**src/rtl/core/pip_pkg.sv**
```systemverilog
// Shared types and constants for the point-in-polygon ray cast core.
// Depends on nothing; every other file of the core imports it.
`timescale 1ns / 1ps

package pip_pkg;

  localparam int unsigned CoordW      = 16;
  localparam int unsigned IndexW      = 6;
  localparam int unsigned CountW      = 7;
  localparam int unsigned PAddrW      = 3;
  localparam int unsigned MinVertices = 3;
  localparam int          RayEndX     = 32767;

  // action field codes
  localparam logic ActLoad  = 1'b0;
  localparam logic ActQuery = 1'b1;

  // word index of the APB registers (paddr bit above the byte offset)
  localparam logic RegVertexCount = 1'b0;

  typedef logic signed [CoordW-1:0]   coord_t;
  typedef logic signed [CoordW:0]     diff_t;
  typedef logic signed [2*CoordW+1:0] prod_t;
  typedef logic signed [2*CoordW+2:0] cross_t;

  typedef struct packed {
    coord_t x;
    coord_t y;
  } vertex_t;

  typedef struct packed {
    logic              action;
    logic [IndexW-1:0] vertex_index;
    coord_t            vertex_x;
    coord_t            vertex_y;
    coord_t            point_x;
    coord_t            point_y;
  } in_item_t;

  typedef struct packed {
    logic inside_res;
    logic on_edge_exit;
    logic too_few_vertices;
  } out_item_t;

  typedef struct packed {
    logic crossed;
    logic collinear;
    logic on_segment;
  } cross_res_t;

endpackage

```
**src/rtl/core/pip_vstore.sv**
```systemverilog
// Vertex store: one write port, one registered read port.
// Depends on pip_pkg (vertex_t).
`timescale 1ns / 1ps

module pip_vstore import pip_pkg::*; #(
  parameter int Depth = 64,
  localparam int AddrW = (Depth > 1) ? $clog2(Depth) : 1
) (
  input  logic             clk_i,
  input  logic             wr_en_i,
  input  logic [AddrW-1:0] wr_addr_i,
  input  vertex_t          wr_data_i,
  input  logic             rd_en_i,
  input  logic [AddrW-1:0] rd_addr_i,
  output vertex_t          rd_data_o
);

  vertex_t mem_q [Depth];
  vertex_t rd_data_q;

  always_ff @(posedge clk_i) begin
    if (wr_en_i) begin
      mem_q[wr_addr_i] <= wr_data_i;
    end
  end

  always_ff @(posedge clk_i) begin
    if (rd_en_i) begin
      rd_data_q <= mem_q[rd_addr_i];
    end
  end

  assign rd_data_o = rd_data_q;

endmodule

```
**src/rtl/core/pip_cross_eval.sv**
```systemverilog
// Edge versus ray decision: orientations, bounding box tests, crossing.
// Depends on pip_pkg (vertex_t, cross_t, diff_t, cross_res_t, RayEndX).
`timescale 1ns / 1ps

module pip_cross_eval import pip_pkg::*; (
  input  vertex_t    vtx_a_i,
  input  vertex_t    vtx_b_i,
  input  vertex_t    point_i,
  input  cross_t     v_abp_i,   // orientation value of (a, b, point)
  input  cross_t     v_abf_i,   // orientation value of (a, b, ray end)
  output cross_res_t res_o
);

  typedef enum logic [1:0] {
    TurnCol = 2'd0,
    TurnCw  = 2'd1,
    TurnCcw = 2'd2
  } turn_e;

  function automatic turn_e turn_of(cross_t v);
    turn_e t;
    if (v == '0) begin
      t = TurnCol;
    end else if (!v[$bits(cross_t)-1]) begin
      t = TurnCw;
    end else begin
      t = TurnCcw;
    end
    return t;
  endfunction

  // ray is horizontal: value reduces to -(s * d), sign from the factors
  function automatic turn_e turn_ray(diff_t s, diff_t d);
    turn_e t;
    if (s == '0 || d == '0) begin
      t = TurnCol;
    end else if (s[CoordW] != d[CoordW]) begin
      t = TurnCw;
    end else begin
      t = TurnCcw;
    end
    return t;
  endfunction

  // q inside the box spanned by u and w
  function automatic logic in_box(diff_t ux, diff_t uy, diff_t qx, diff_t qy,
                                  diff_t wx, diff_t wy);
    logic in_x;
    logic in_y;
    in_x = (qx <= ux || qx <= wx) && (qx >= ux || qx >= wx);
    in_y = (qy <= uy || qy <= wy) && (qy >= uy || qy >= wy);
    return in_x && in_y;
  endfunction

  diff_t ax, ay, bx, by, px, py, fx;
  diff_t s_ray, da, db;
  turn_e t1, t2, t3, t4;
  logic  w_apb, w_afb, w_pap, w_pbf;

  always_comb begin
    ax = diff_t'(vtx_a_i.x);
    ay = diff_t'(vtx_a_i.y);
    bx = diff_t'(vtx_b_i.x);
    by = diff_t'(vtx_b_i.y);
    px = diff_t'(point_i.x);
    py = diff_t'(point_i.y);
    fx = diff_t'(RayEndX);

    s_ray = fx - px;
    da    = ay - py;
    db    = by - py;

    t1 = turn_of(v_abp_i);
    t2 = turn_of(v_abf_i);
    t3 = turn_ray(s_ray, da);
    t4 = turn_ray(s_ray, db);

    w_apb = in_box(ax, ay, px, py, bx, by);
    w_afb = in_box(ax, ay, fx, py, bx, by);
    w_pap = in_box(px, py, ax, ay, fx, py);
    w_pbf = in_box(px, py, bx, by, fx, py);

    res_o.crossed    = (t1 != t2 && t3 != t4) ||
                       (t1 == TurnCol && w_apb) ||
                       (t2 == TurnCol && w_afb) ||
                       (t3 == TurnCol && w_pap) ||
                       (t4 == TurnCol && w_pbf);
    // turn(a, point, b) is collinear exactly when turn(a, b, point) is
    res_o.collinear  = (t1 == TurnCol);
    res_o.on_segment = w_apb;
  end

endmodule

```
**src/rtl/core/point_in_polygon_ray_cast_core.sv**
```systemverilog
// Point-in-polygon ray cast core: vertex store, edge sequencer, shared multiplier.
// Depends on pip_pkg, pip_vstore and pip_cross_eval.
`timescale 1ns / 1ps
//
//  channel | signals                                   | dir | payload
//  --------+-------------------------------------------+-----+-------------------------
//  in      | in_valid_i / in_ready_o / in_item_i       | in  | in_item_t (load or query)
//  out     | out_valid_o / out_ready_i / out_item_o    | out | out_item_t (one per query)
//  cfg     | psel/penable/pwrite/paddr/pwdata/prdata   | in  | vertex_count at word 0
//
// Sequence: a vertex load is one transfer. A query with n >= 3 vertices
//   latches vertex 0 and fetches vertex 1 in StFirst, then walks each edge
//   through StMul1, StMul2 and StMul3 (three passes through the single 17x17
//   multiplier) and the decision state StEval, then hands off from StDone to the
//   output register. A query with fewer than three vertices goes straight to
//   StDone. A collinear hit stops the walk early.
// Reset: rst_ni is asynchronous, active low; it clears the sequencer, the output
//   valid and vertex_count. The vertex store is not cleared.
// Stalls: in_ready_o is high only while the sequencer is idle. A result waiting
//   in the output register does not block a new transfer in; the sequencer only
//   holds its own finished result until the output register frees up.

module point_in_polygon_ray_cast_core import pip_pkg::*; #(
  parameter int MAX_VERTICES = 64
) (
  input  logic              clk_i,
  input  logic              rst_ni,

  input  logic              in_valid_i,
  output logic              in_ready_o,
  input  in_item_t          in_item_i,

  output logic              out_valid_o,
  input  logic              out_ready_i,
  output out_item_t         out_item_o,

  input  logic              psel,
  input  logic              penable,
  input  logic              pwrite,
  input  logic [PAddrW-1:0] paddr,
  input  logic [31:0]       pwdata,
  output logic [31:0]       prdata,
  output logic              pready
);

  localparam int AddrW = (MAX_VERTICES > 1) ? $clog2(MAX_VERTICES) : 1;
  localparam int CntW  = AddrW + 1;                        // holds MAX_VERTICES + 1
  localparam int CmpW  = (CntW > CountW) ? CntW : CountW;  // room for count and max

  typedef enum logic [6:0] {
    StIdle  = 7'b0000001,
    StFirst = 7'b0000010,
    StMul1  = 7'b0000100,
    StMul2  = 7'b0001000,
    StMul3  = 7'b0010000,
    StEval  = 7'b0100000,
    StDone  = 7'b1000000
  } state_e;

  state_e      state_q, state_d;
  logic [CountW-1:0] vertex_count_q;
  logic [CntW-1:0]   n_q, n_d;
  logic [CntW-1:0]   i_q, i_d;
  logic              parity_q, parity_d;
  logic              out_valid_q, out_valid_d;

  vertex_t     pt_q, pt_d;
  vertex_t     a_q, a_d;
  prod_t       prod_q, prod_d;
  prod_t       acc_q, acc_d;
  cross_t      v1_q, v1_d;
  cross_t      v2;
  out_item_t   res_q, res_d;
  out_item_t   out_item_q;

  // -------------------------------------------------------------------------
  // APB register port
  // -------------------------------------------------------------------------
  logic cfg_wr;
  assign pready = 1'b1;
  assign cfg_wr = psel && penable && pwrite && pready &&
                  (paddr[PAddrW-1] == RegVertexCount);

  always_comb begin
    prdata = '0;
    if (paddr[PAddrW-1] == RegVertexCount) begin
      prdata = 32'(vertex_count_q);
    end
  end

  always_ff @(posedge clk_i or negedge rst_ni) begin
    if (!rst_ni) begin
      vertex_count_q <= '0;
    end else if (cfg_wr) begin
      vertex_count_q <= pwdata[CountW-1:0];
    end
  end

  // -------------------------------------------------------------------------
  // Input transfer decode
  // -------------------------------------------------------------------------
  logic          in_xfer;
  logic          load_xfer;
  logic          query_xfer;
  logic [CmpW-1:0] slot_ext;
  logic [CmpW-1:0] cnt_sat;
  logic          too_few;

  assign in_ready_o = (state_q == StIdle);
  assign in_xfer    = in_valid_i && in_ready_o;
  assign load_xfer  = in_xfer && (in_item_i.action == ActLoad);
  assign query_xfer = in_xfer && (in_item_i.action == ActQuery);

  assign slot_ext = CmpW'(in_item_i.vertex_index);
  // count above the store depth saturates
  assign cnt_sat  = (CmpW'(vertex_count_q) > CmpW'(MAX_VERTICES)) ?
                    CmpW'(MAX_VERTICES) : CmpW'(vertex_count_q);
  assign too_few  = (cnt_sat < CmpW'(MinVertices));

  // -------------------------------------------------------------------------
  // Vertex store
  // -------------------------------------------------------------------------
  logic             wr_en;
  logic [AddrW-1:0] wr_addr;
  vertex_t          wr_data;
  logic             rd_en;
  logic [AddrW-1:0] rd_addr;
  vertex_t          vtx_b;

  assign wr_en     = load_xfer && (slot_ext < CmpW'(MAX_VERTICES));
  assign wr_addr   = AddrW'(slot_ext);
  assign wr_data.x = in_item_i.vertex_x;
  assign wr_data.y = in_item_i.vertex_y;

  pip_vstore #(
    .Depth (MAX_VERTICES)
  ) u_vstore (
    .clk_i     (clk_i),
    .wr_en_i   (wr_en),
    .wr_addr_i (wr_addr),
    .wr_data_i (wr_data),
    .rd_en_i   (rd_en),
    .rd_addr_i (rd_addr),
    .rd_data_o (vtx_b)
  );

  // -------------------------------------------------------------------------
  // Shared multiplier. Edge a->b, point p, ray end f = (RayEndX, p.y):
  //   Mul1: P3 = (bx-ax)*(py-by)   shared by both orientations
  //   Mul2: P1 = (by-ay)*(px-bx)   v1 = P1 - P3 -> turn(a, b, p)
  //   Mul3: P2 = (by-ay)*(fx-bx)   v2 = P2 - P3 -> turn(a, b, f)
  // -------------------------------------------------------------------------
  diff_t mul_a;
  diff_t mul_b;

  always_comb begin
    mul_a = diff_t'(vtx_b.y) - diff_t'(a_q.y);
    mul_b = '0;
    case (state_q)
      StMul1: begin
        mul_a = diff_t'(vtx_b.x) - diff_t'(a_q.x);
        mul_b = diff_t'(pt_q.y) - diff_t'(vtx_b.y);
      end
      StMul2: begin
        mul_b = diff_t'(pt_q.x) - diff_t'(vtx_b.x);
      end
      StMul3: begin
        mul_b = diff_t'(RayEndX) - diff_t'(vtx_b.x);
      end
      default: begin
        mul_b = '0;
      end
    endcase
  end

  assign prod_d = prod_t'(mul_a) * prod_t'(mul_b);
  assign v2     = cross_t'(prod_q) - cross_t'(acc_q);

  cross_res_t cross_res;

  pip_cross_eval u_cross_eval (
    .vtx_a_i (a_q),
    .vtx_b_i (vtx_b),
    .point_i (pt_q),
    .v_abp_i (v1_q),
    .v_abf_i (v2),
    .res_o   (cross_res)
  );

  // -------------------------------------------------------------------------
  // Edge sequencer
  // -------------------------------------------------------------------------
  logic [CntW-1:0] next_b;   // vertex index for the following edge's b
  logic            last_edge;

  assign next_b    = (i_q + CntW'(2) == n_q) ? '0 : (i_q + CntW'(2));
  assign last_edge = (i_q == n_q - CntW'(1));

  always_comb begin
    state_d  = state_q;
    n_d      = n_q;
    i_d      = i_q;
    parity_d = parity_q;
    pt_d     = pt_q;
    a_d      = a_q;
    acc_d    = acc_q;
    v1_d     = v1_q;
    res_d    = res_q;
    rd_en    = 1'b0;
    rd_addr  = '0;

    case (state_q)
      StIdle: begin
        // vertex 0 is fetched every idle cycle so a query can start at once
        rd_en = 1'b1;
        if (query_xfer) begin
          pt_d.x   = in_item_i.point_x;
          pt_d.y   = in_item_i.point_y;
          n_d      = CntW'(cnt_sat);
          i_d      = '0;
          parity_d = 1'b0;
          if (too_few) begin
            res_d.inside_res       = 1'b0;
            res_d.on_edge_exit     = 1'b0;
            res_d.too_few_vertices = 1'b1;
            state_d = StDone;
          end else begin
            state_d = StFirst;
          end
        end
      end
      StFirst: begin
        a_d     = vtx_b;
        rd_en   = 1'b1;
        rd_addr = AddrW'(1);
        state_d = StMul1;
      end
      StMul1: begin
        state_d = StMul2;
      end
      StMul2: begin
        acc_d   = prod_q;
        state_d = StMul3;
      end
      StMul3: begin
        v1_d    = cross_t'(prod_q) - cross_t'(acc_q);
        state_d = StEval;
      end
      StEval: begin
        if (cross_res.crossed && cross_res.collinear) begin
          res_d.inside_res       = cross_res.on_segment;
          res_d.on_edge_exit     = 1'b1;
          res_d.too_few_vertices = 1'b0;
          state_d = StDone;
        end else if (last_edge) begin
          res_d.inside_res       = parity_q ^ cross_res.crossed;
          res_d.on_edge_exit     = 1'b0;
          res_d.too_few_vertices = 1'b0;
          state_d = StDone;
        end else begin
          parity_d = parity_q ^ cross_res.crossed;
          a_d      = vtx_b;
          rd_en    = 1'b1;
          rd_addr  = AddrW'(next_b);
          i_d      = i_q + CntW'(1);
          state_d  = StMul1;
        end
      end
      StDone: begin
        if (!out_valid_q || out_ready_i) begin
          state_d = StIdle;
        end
      end
      default: begin
        state_d = StIdle;
      end
    endcase
  end

  // -------------------------------------------------------------------------
  // Output register
  // -------------------------------------------------------------------------
  logic out_load;

  assign out_load = (state_q == StDone) && (!out_valid_q || out_ready_i);

  always_comb begin
    out_valid_d = out_valid_q && !out_ready_i;
    if (out_load) begin
      out_valid_d = 1'b1;
    end
  end

  assign out_valid_o = out_valid_q;
  assign out_item_o  = out_item_q;

  // -------------------------------------------------------------------------
  // Registers
  // -------------------------------------------------------------------------
  always_ff @(posedge clk_i or negedge rst_ni) begin
    if (!rst_ni) begin
      state_q     <= StIdle;
      n_q         <= '0;
      i_q         <= '0;
      parity_q    <= 1'b0;
      out_valid_q <= 1'b0;
    end else begin
      state_q     <= state_d;
      n_q         <= n_d;
      i_q         <= i_d;
      parity_q    <= parity_d;
      out_valid_q <= out_valid_d;
    end
  end

  always_ff @(posedge clk_i) begin
    pt_q   <= pt_d;
    a_q    <= a_d;
    prod_q <= prod_d;
    acc_q  <= acc_d;
    v1_q   <= v1_d;
    res_q  <= res_d;
    if (out_load) begin
      out_item_q <= res_q;
    end
  end

endmodule
```
**config.mk**
```make
export PLATFORM = sky130hd
export DESIGN_NAME = point_in_polygon_ray_cast_core
export DESIGN_NICKNAME = d
export VERILOG_FILES = /design/src/rtl/core/pip_pkg.sv /design/src/rtl/core/pip_vstore.sv /design/src/rtl/core/pip_cross_eval.sv /design/src/rtl/core/point_in_polygon_ray_cast_core.sv
export SDC_FILE = /design/constraint.sdc
export NUM_CORES = 2
export LEC_CHECK = 0
export BUFFER_PORTS_ARGS = -buffer_cell sky130_fd_sc_hd__buf_2
export CORE_MARGIN = 2
export CORE_UTILIZATION = 50
export CTS_CLUSTER_DIAMETER = 120
export DETAILED_ROUTE_END_ITERATION = 8
export PLACE_DENSITY = 0.66
export SYNTH_ARGS = -nofsm -noshare
export SYNTH_HDL_FRONTEND = slang
export SYNTH_SLANG_ARGS = --single-unit
```
**constraint.sdc**
```tcl
create_clock -name clk_i -period 24.8 [get_ports clk_i]
set_input_delay 1.24 -clock clk_i [delete_from_list [all_inputs] [get_ports clk_i]]
set_output_delay 1.24 -clock clk_i [all_outputs]
set_load 0.02 [all_outputs]
```
After elaboration in Yosys (flattened, before gate mapping)

Memory sizes are Yosys's and may differ from the RTL's. A register that Yosys moved wholly into a read port is not among the register bits.
Cells that the tools add are included.
Widths: inputs -> output; s select.

Add/subtract/negate cells: 12
$mul: 1
Order comparisons: 27
Equality and inequality tests: 19
Muxes and demuxes: 44
Bitwise gates (word level): 3
Reductions and logical operators: 62

Operators by type and width:

| kind                   | count |
|---|---|
| $ge 16x16->1           | 8 |
| $le 16x16->1           | 8 |
| $sub 16x16->17         | 6 |
| $logic_not 35->1       | 2 |
| $mux 7                 | 10 |
| $mux 32                | 2 |
| $pmux 32 s2            | 1 |
| $logic_not 17->1       | 3 |
| $pmux 17 s3            | 1 |
| $pmux 7 s7             | 1 |
| $sub 34x34->35         | 1 |
| $mul 17x17->34         | 1 |
| $sub 16x16->17 const A | 2 |
| $ge 16x16->1 const A   | 2 |
| $ge 16x16->1 const B   | 2 |
| $le 16x16->1 const A   | 2 |
| $le 16x16->1 const B   | 2 |
| $logic_and 1x1->1      | 26 |
| $mux 6                 | 3 |
| $logic_or 1x1->1       | 17 |
| $mux 17                | 1 |
| $mux 2                 | 8 |
| $eq 7x7->1             | 2 |
| $pmux 7 s2             | 1 |
| 32 further kinds       | 56 |

Register bits after elaboration: 203
Memory bits (writable): 2048
Input bits: 113
Output and inout bits: 38
Memories: 1

Memories:

| name           | words | bits a word | read ports | clocked after memory_dff | wr ports | line             | source |
|---|---|---|---|---|---|---|---|
| u_vstore.mem_q | 64    | 32          | 1          | 1                        | 1        | pip_vstore.sv:18 | `vertex_t mem_q [Depth];` |

Longest topological paths before layout

Depth after elaboration: 14
Mapped depth: 44
Gate-level depth less buffers: 43

Hierarchy

A second synthesis with hierarchy kept.

Cell total of the unflattened synthesis: 6063
Area total of the unflattened synthesis: 104340.1 um^2

Modules (own cells, without submodules):

| module                         | instances | cells each | area each (um^2) |
|---|---|---|---|
| pip_vstore                     | 1         | 3324       | 78835.6 |
| point_in_polygon_ray_cast_core | 1         | 2315       | 22515.3 |
| pip_cross_eval                 | 1         | 424        | 2989.1 |

Worst setup path before layout

OpenSTA, ideal clock, no wires.

Path type: register to register
Start point: reg u_vstore.rd_data_o[1] (netlist name)
End point: reg prod_q[33]
Arrival: 9.560 ns
Required time: 24.728 ns
Path slack: 15.168 ns
Stages on the path, launching flop included: 43
Path buffers: 2
Clock period less this slack: 9.632 ns
Path through: edfxtp_1 > ha_1 > nor2b_1 > o21ai_0 > a21boi_0 > o21ai_0 > a21boi_0 > o21ai_0 > a21boi_0 > o21ai_0 > a21boi_0 > o21ai_0 > a21boi_0 > o21ai_0 > a21oi_1 > nor2_1 > a41o_1 > or4_1 > [... 7 more ...] > inv_1 > fa_1 > fa_1 > inv_1 > fa_1 > inv_1 > ha_1 > and3_1 > a21oi_1 > o21ai_0 > o41ai_1 > o21ai_0 > o41ai_1 > o2111a_1 > nor3_1 > a21o_1 > a21oi_1 > xnor2_1

Longest elaborated chain between the ends: 3
Elaborated cells on any way between the ends: 5
Classes of those cells: add/sub (2); mul (1); mux (2)

Ends and longest elaborated chain:

| item                                          | line                                                                         | source |
|---|---|---|
| $sub 16x16->17, on equally long branches      | point_in_polygon_ray_cast_core.sv:162, point_in_polygon_ray_cast_core.sv:157 |  |
| $pmux 17 s3 / $mux 17 (equally long branches) | point_in_polygon_ray_cast_core.sv:159                                        | `case (state_q)` |
| $mul 17x17->34 *                              | point_in_polygon_ray_cast_core.sv:176                                        | `assign prod_d = prod_t'(mul_a) * prod_t'(mul_b);` |
| net prod_d[33]                                | point_in_polygon_ray_cast_core.sv:69                                         | `prod_t prod_q, prod_d;` |
| end signal, assigned                          | point_in_polygon_ray_cast_core.sv:319                                        | `prod_q <= prod_d;` |
| end, declared                                 | point_in_polygon_ray_cast_core.sv:69                                         |  |

Mark *: on every way through the listed nets, which the timed path passes. The rest lies on a longest branch.
A chain may end at the register's enable or synchronous reset.

Worst setup path in the final report

Start point: reg u_vstore.rd_data_o[1] (netlist name)
End point: reg prod_q[33]

Longest elaborated chain between the ends: 3
Elaborated cells on any way between the ends: 5
Classes of those cells: add/sub (2); mul (1); mux (2)

Ends and longest elaborated chain:

| item                                          | line |
|---|---|
| $sub 16x16->17, on equally long branches      | point_in_polygon_ray_cast_core.sv:162, point_in_polygon_ray_cast_core.sv:157 |
| $pmux 17 s3 / $mux 17 (equally long branches) | point_in_polygon_ray_cast_core.sv:159 |
| $mul 17x17->34 *                              | point_in_polygon_ray_cast_core.sv:176 |
| net prod_d[33]                                | point_in_polygon_ray_cast_core.sv:69 |

Marks and branches as above.

==> run_results.csv <==
group,metric,value,unit
run_status,status,"finished, final reports clean",
layout,final_cell_mix,"edfxtp_1, nand2_1, inv_1, nand3_1, fa_1",
pwr,switching_share,0.304,
critical_path,worstPathRequired,25.62,ns
timing,skew,0.0809,ns
floorplan,floorplan.die_area,219000,sq um
yosys,netlist_area,107000,sq um
grt,grt_pass1_vias,67700,
clock_tree,clockBufferDepth,3,
critical_path,path_max_fanout,17,
timing,slew-limit-headroom,0.117,
pwr,clkPwrFrac,0.337,
critical_path,path_buf_inv,5,
clock_tree,cts_setup_buffers,0,
critical_path,slowest_delay,0.61,ns
timing,rsz0062_at_grt,"false",
floorplan,initial_utilization,0.502,
grt,overflow,0,
yosys,syn_avg_cell_area,13.0,sq um
placed_design,port_buffers,97,
pwr,p_switching,3.05,mW
critical_path,arrival,11.90,ns
yosys,synthTopCellsByArea,"edfxtp_1, fa_1, nand2_1",
drt,first_pass_iters,6,
pwr,seq_power_share,0.444,
drt,wirelength,309000,um
timing,fin_setup_tns,0,ns
yosys,synth_top_flop_cell,"edfxtp_1",
drt,wl_per_cell,27.1,um
timing,hold_viol_final,0,
layout,finish.instance_area,119000,sq um
floorplan,num_rows,170,
yosys,synth_top_area_share,0.620,
drt,antenna_left,0,
layout,nFillCells,17300,
drt,vias,69400,
drt,via_per_inst,6.09,
floorplan,core,214000,sq um
timing,finalWorstPathRequiredPeriod,11.09,ns
clock_tree,cts_resized,0,
grt,track_usage,0.280,
timing,slew_viol_final,0,
flow_run,maxCapViolations,0,
clock_tree,cts_tree,"yes",
clock_tree,numCtsBuffers,228,
timing,fmax,90.2,MHz
critical_path,startpoint_type,"flip-flop",
placed_design,finalWeightedCongestion,0.921,
yosys,syn_inst,8258,
pwr,power_leakage,44.4,nW
pwr,powerDensity,84.3,nW/um^2
drt,remaining_drc_errors,0,
layout,areaGrowthSynthToFinish,10.7,%
yosys,synth_cell_type_count,97,
grt,grt_start_max_net_pins,152,
yosys,synth-edff-count,2219,
grt,antenna_found_initial,31,
critical_path,worstSetupEndpointType,"flip-flop",
critical_path,crit_type,"flip-flop to flip-flop",
floorplan,io_pins,151,
yosys,synth-warning-count,0,
timing,period_share,0.447,
clock_tree,root_buffer,"clkbuf_16",
layout,layout_commonest_cell,"edfxtp_1",
yosys,yosysTopAreaCell,"edfxtp_1",
placed_design,place_hpwl,186000,um
timing,tightest_slew,1.32,ns
pwr,combPwrFrac,0.220,
floorplan,die_x,468,um
clock_tree,cts_hold_buf,0,
critical_path,cp_slowest_cell,"o41ai_1",
yosys,ys_seq_area_frac,0.634,
clock_tree,h-tree-depth,4,
grt,grt_pass1_wl,447000,um
layout,fin_nets,9005,
critical_path,timing.critical_path.mode_cell,"o21ai_0",
worst_hold_path,hold_path_class,"flip-flop to flip-flop",
placed_design,placed_cell_area,112000,sq um
clock_tree,clk_latency,0.89,ns
clock_tree,clk_pin_slew_worst_paths,0.06,ns
clock_tree,clock-sinks,2283,
yosys,async_reset_ff_frac,0.0131,
yosys,synth-seq-cells,2283,
drt,drtIter0Drc,8031,
timing,finalSetupViolCount,0,
pwr,peakVddDrop,0.0901,mV
floorplan,die_y,468,um
critical_path,cpLargestDelayFamily,"compound AO/OA/AOI/OAI gates",
pwr,p_int,6.97,mW
layout,drive_gt1_frac,0.0934,
==> worst reg2reg max path, delay by kind of cell (launching register included) <==
kind            cells  cell delay (ns)
compound gates     21             5.13
buf+inv             5             0.44
flops               1             0.51
fa+ha+maj           8             3.70
xor+xnor            1             0.14
simple gates        6             1.18
==> metrics by stage <==
step                      hold WS (ns)  total power [mW]   util  setup WS [ns]  std cells
after detailed placement         0.413              6.70  0.521          13.76      11000
after global routing             0.437              10.4  0.555          12.93      11400
final                            0.425              10.0  0.555          13.71      11400
after global placement           0.410              6.67  0.521          14.03      11000
after CTS                        0.429              10.0  0.555          13.74      11400
after floorplan                  0.400              5.96      -          15.17       8282
==> area by class of cell <==
cell class                      count  area (sq um)  share of cell area
Timing Repair Buffer              293          2030              0.0171
Clock inverter                    128          1280              0.0107
Multi-Input combinational cell   5022         35900               0.302
Inverter                          526          1970              0.0166
Antenna cell                        7          17.5            0.000147
Sequential cell                  2283         68100               0.573
Clock buffer                      293          6030              0.0507
Tap cell                         2838          3550              0.0299
==> registers in the layout (all words and copies together), names as in the netlist, 3 cells and up <==
register            cells
v1_q                   35
u_vstore.mem_q       2048
acc_q                  34
pt_q                   32
u_vstore.rd_data_o     32
n_q                     7
vertex_count_q          7
res_q                   3
a_q                    32
i_q                     7
state_q                 7
out_item_o              3
prod_q                 34
==> power groups by stage <==
stage / clock network [mW] / registers, mW / logic (mW)
after floorplan: 0 / 4.47 / 1.50
after global placement: 0 / 4.52 / 2.14
after detailed placement: 0 / 4.52 / 2.18
after CTS: 3.41 / 4.44 / 2.19
after global routing: 3.56 / 4.45 / 2.41
final: 3.38 / 4.45 / 2.20
==> per-layer routing <==
| metal | vias up | share of wire | GRT usage |
|---|---|---|---|
| met4 | 22 | 0.057 | 0.143 |
| li1 | 30300 | - | - |
| met3 | 697 | 0.093 | 0.0527 |
| met2 | 3459 | 0.47 | 0.454 |
| met1 | 34900 | 0.38 | 0.361 |
| met5 | - | 0.00042 | 0 |
==> final timing paths <==
check | depth (start not counted) | from | slack, ns | endpoint
setup / recovery | 41 | u_vstore.rd_data_o[1]$_DFFE_PP_ | 13.71 | prod_q[33]$_DFF_P_
hold / removal | 0 | res_q[2]$_SDFFCE_PN0P_ | 0.43 | out_item_o[2]$_DFFE_PP_
setup reg to reg | 41 | u_vstore.rd_data_o[1]$_DFFE_PP_ | 13.71 | prod_q[33]$_DFF_P_
hold reg to reg | 0 | res_q[2]$_SDFFCE_PN0P_ | 0.43 | out_item_o[2]$_DFFE_PP_
max in group asynchronous | 1 | rst_ni | 23.84 | i_q[1]$_DFFE_PN0P_
min in group asynchronous | 1 | rst_ni | 0.46 | i_q[2]$_DFFE_PN0P_
==> synthesized netlist by cell type, types with 40 or more instances <==
| cell | instances |
|---|---|
| a211oi_1 | 193 |
| a21o_1 | 40 |
| a21oi_1 | 183 |
| a22oi_1 | 43 |
| a31oi_1 | 226 |
| and2_1 | 212 |
| buf_2 | 169 |
| buf_4 | 65 |
| clkbuf_1 | 190 |
| edfxtp_1 | 2219 |
| fa_1 | 302 |
| ha_1 | 236 |
| inv_1 | 524 |
| mux2i_1 | 295 |
| mux4_2 | 44 |
| nand2_1 | 1421 |
| nand2b_1 | 40 |
| nand3_1 | 323 |
| nand4_1 | 44 |
| nor2_1 | 315 |
| nor2b_1 | 46 |
| nor3_1 | 68 |
| o2111ai_1 | 46 |
| o211ai_1 | 78 |
| o21a_1 | 41 |
| o21ai_0 | 165 |
| o22ai_1 | 59 |
| xnor2_1 | 89 |
==> logic make-up after synthesis <==
logic type | synth area share
multiplexers | 0.0379
adder cells (fa/ha/maj) | 0.0838
flip-flops | 0.634
AND/OR/NAND/NOR | 0.110
other | 0.0000699
XOR/XNOR | 0.0103
AO/OA/AOI/OAI | 0.0856
buffers and inverters | 0.0386
Power figures use the tool's default switching activity.
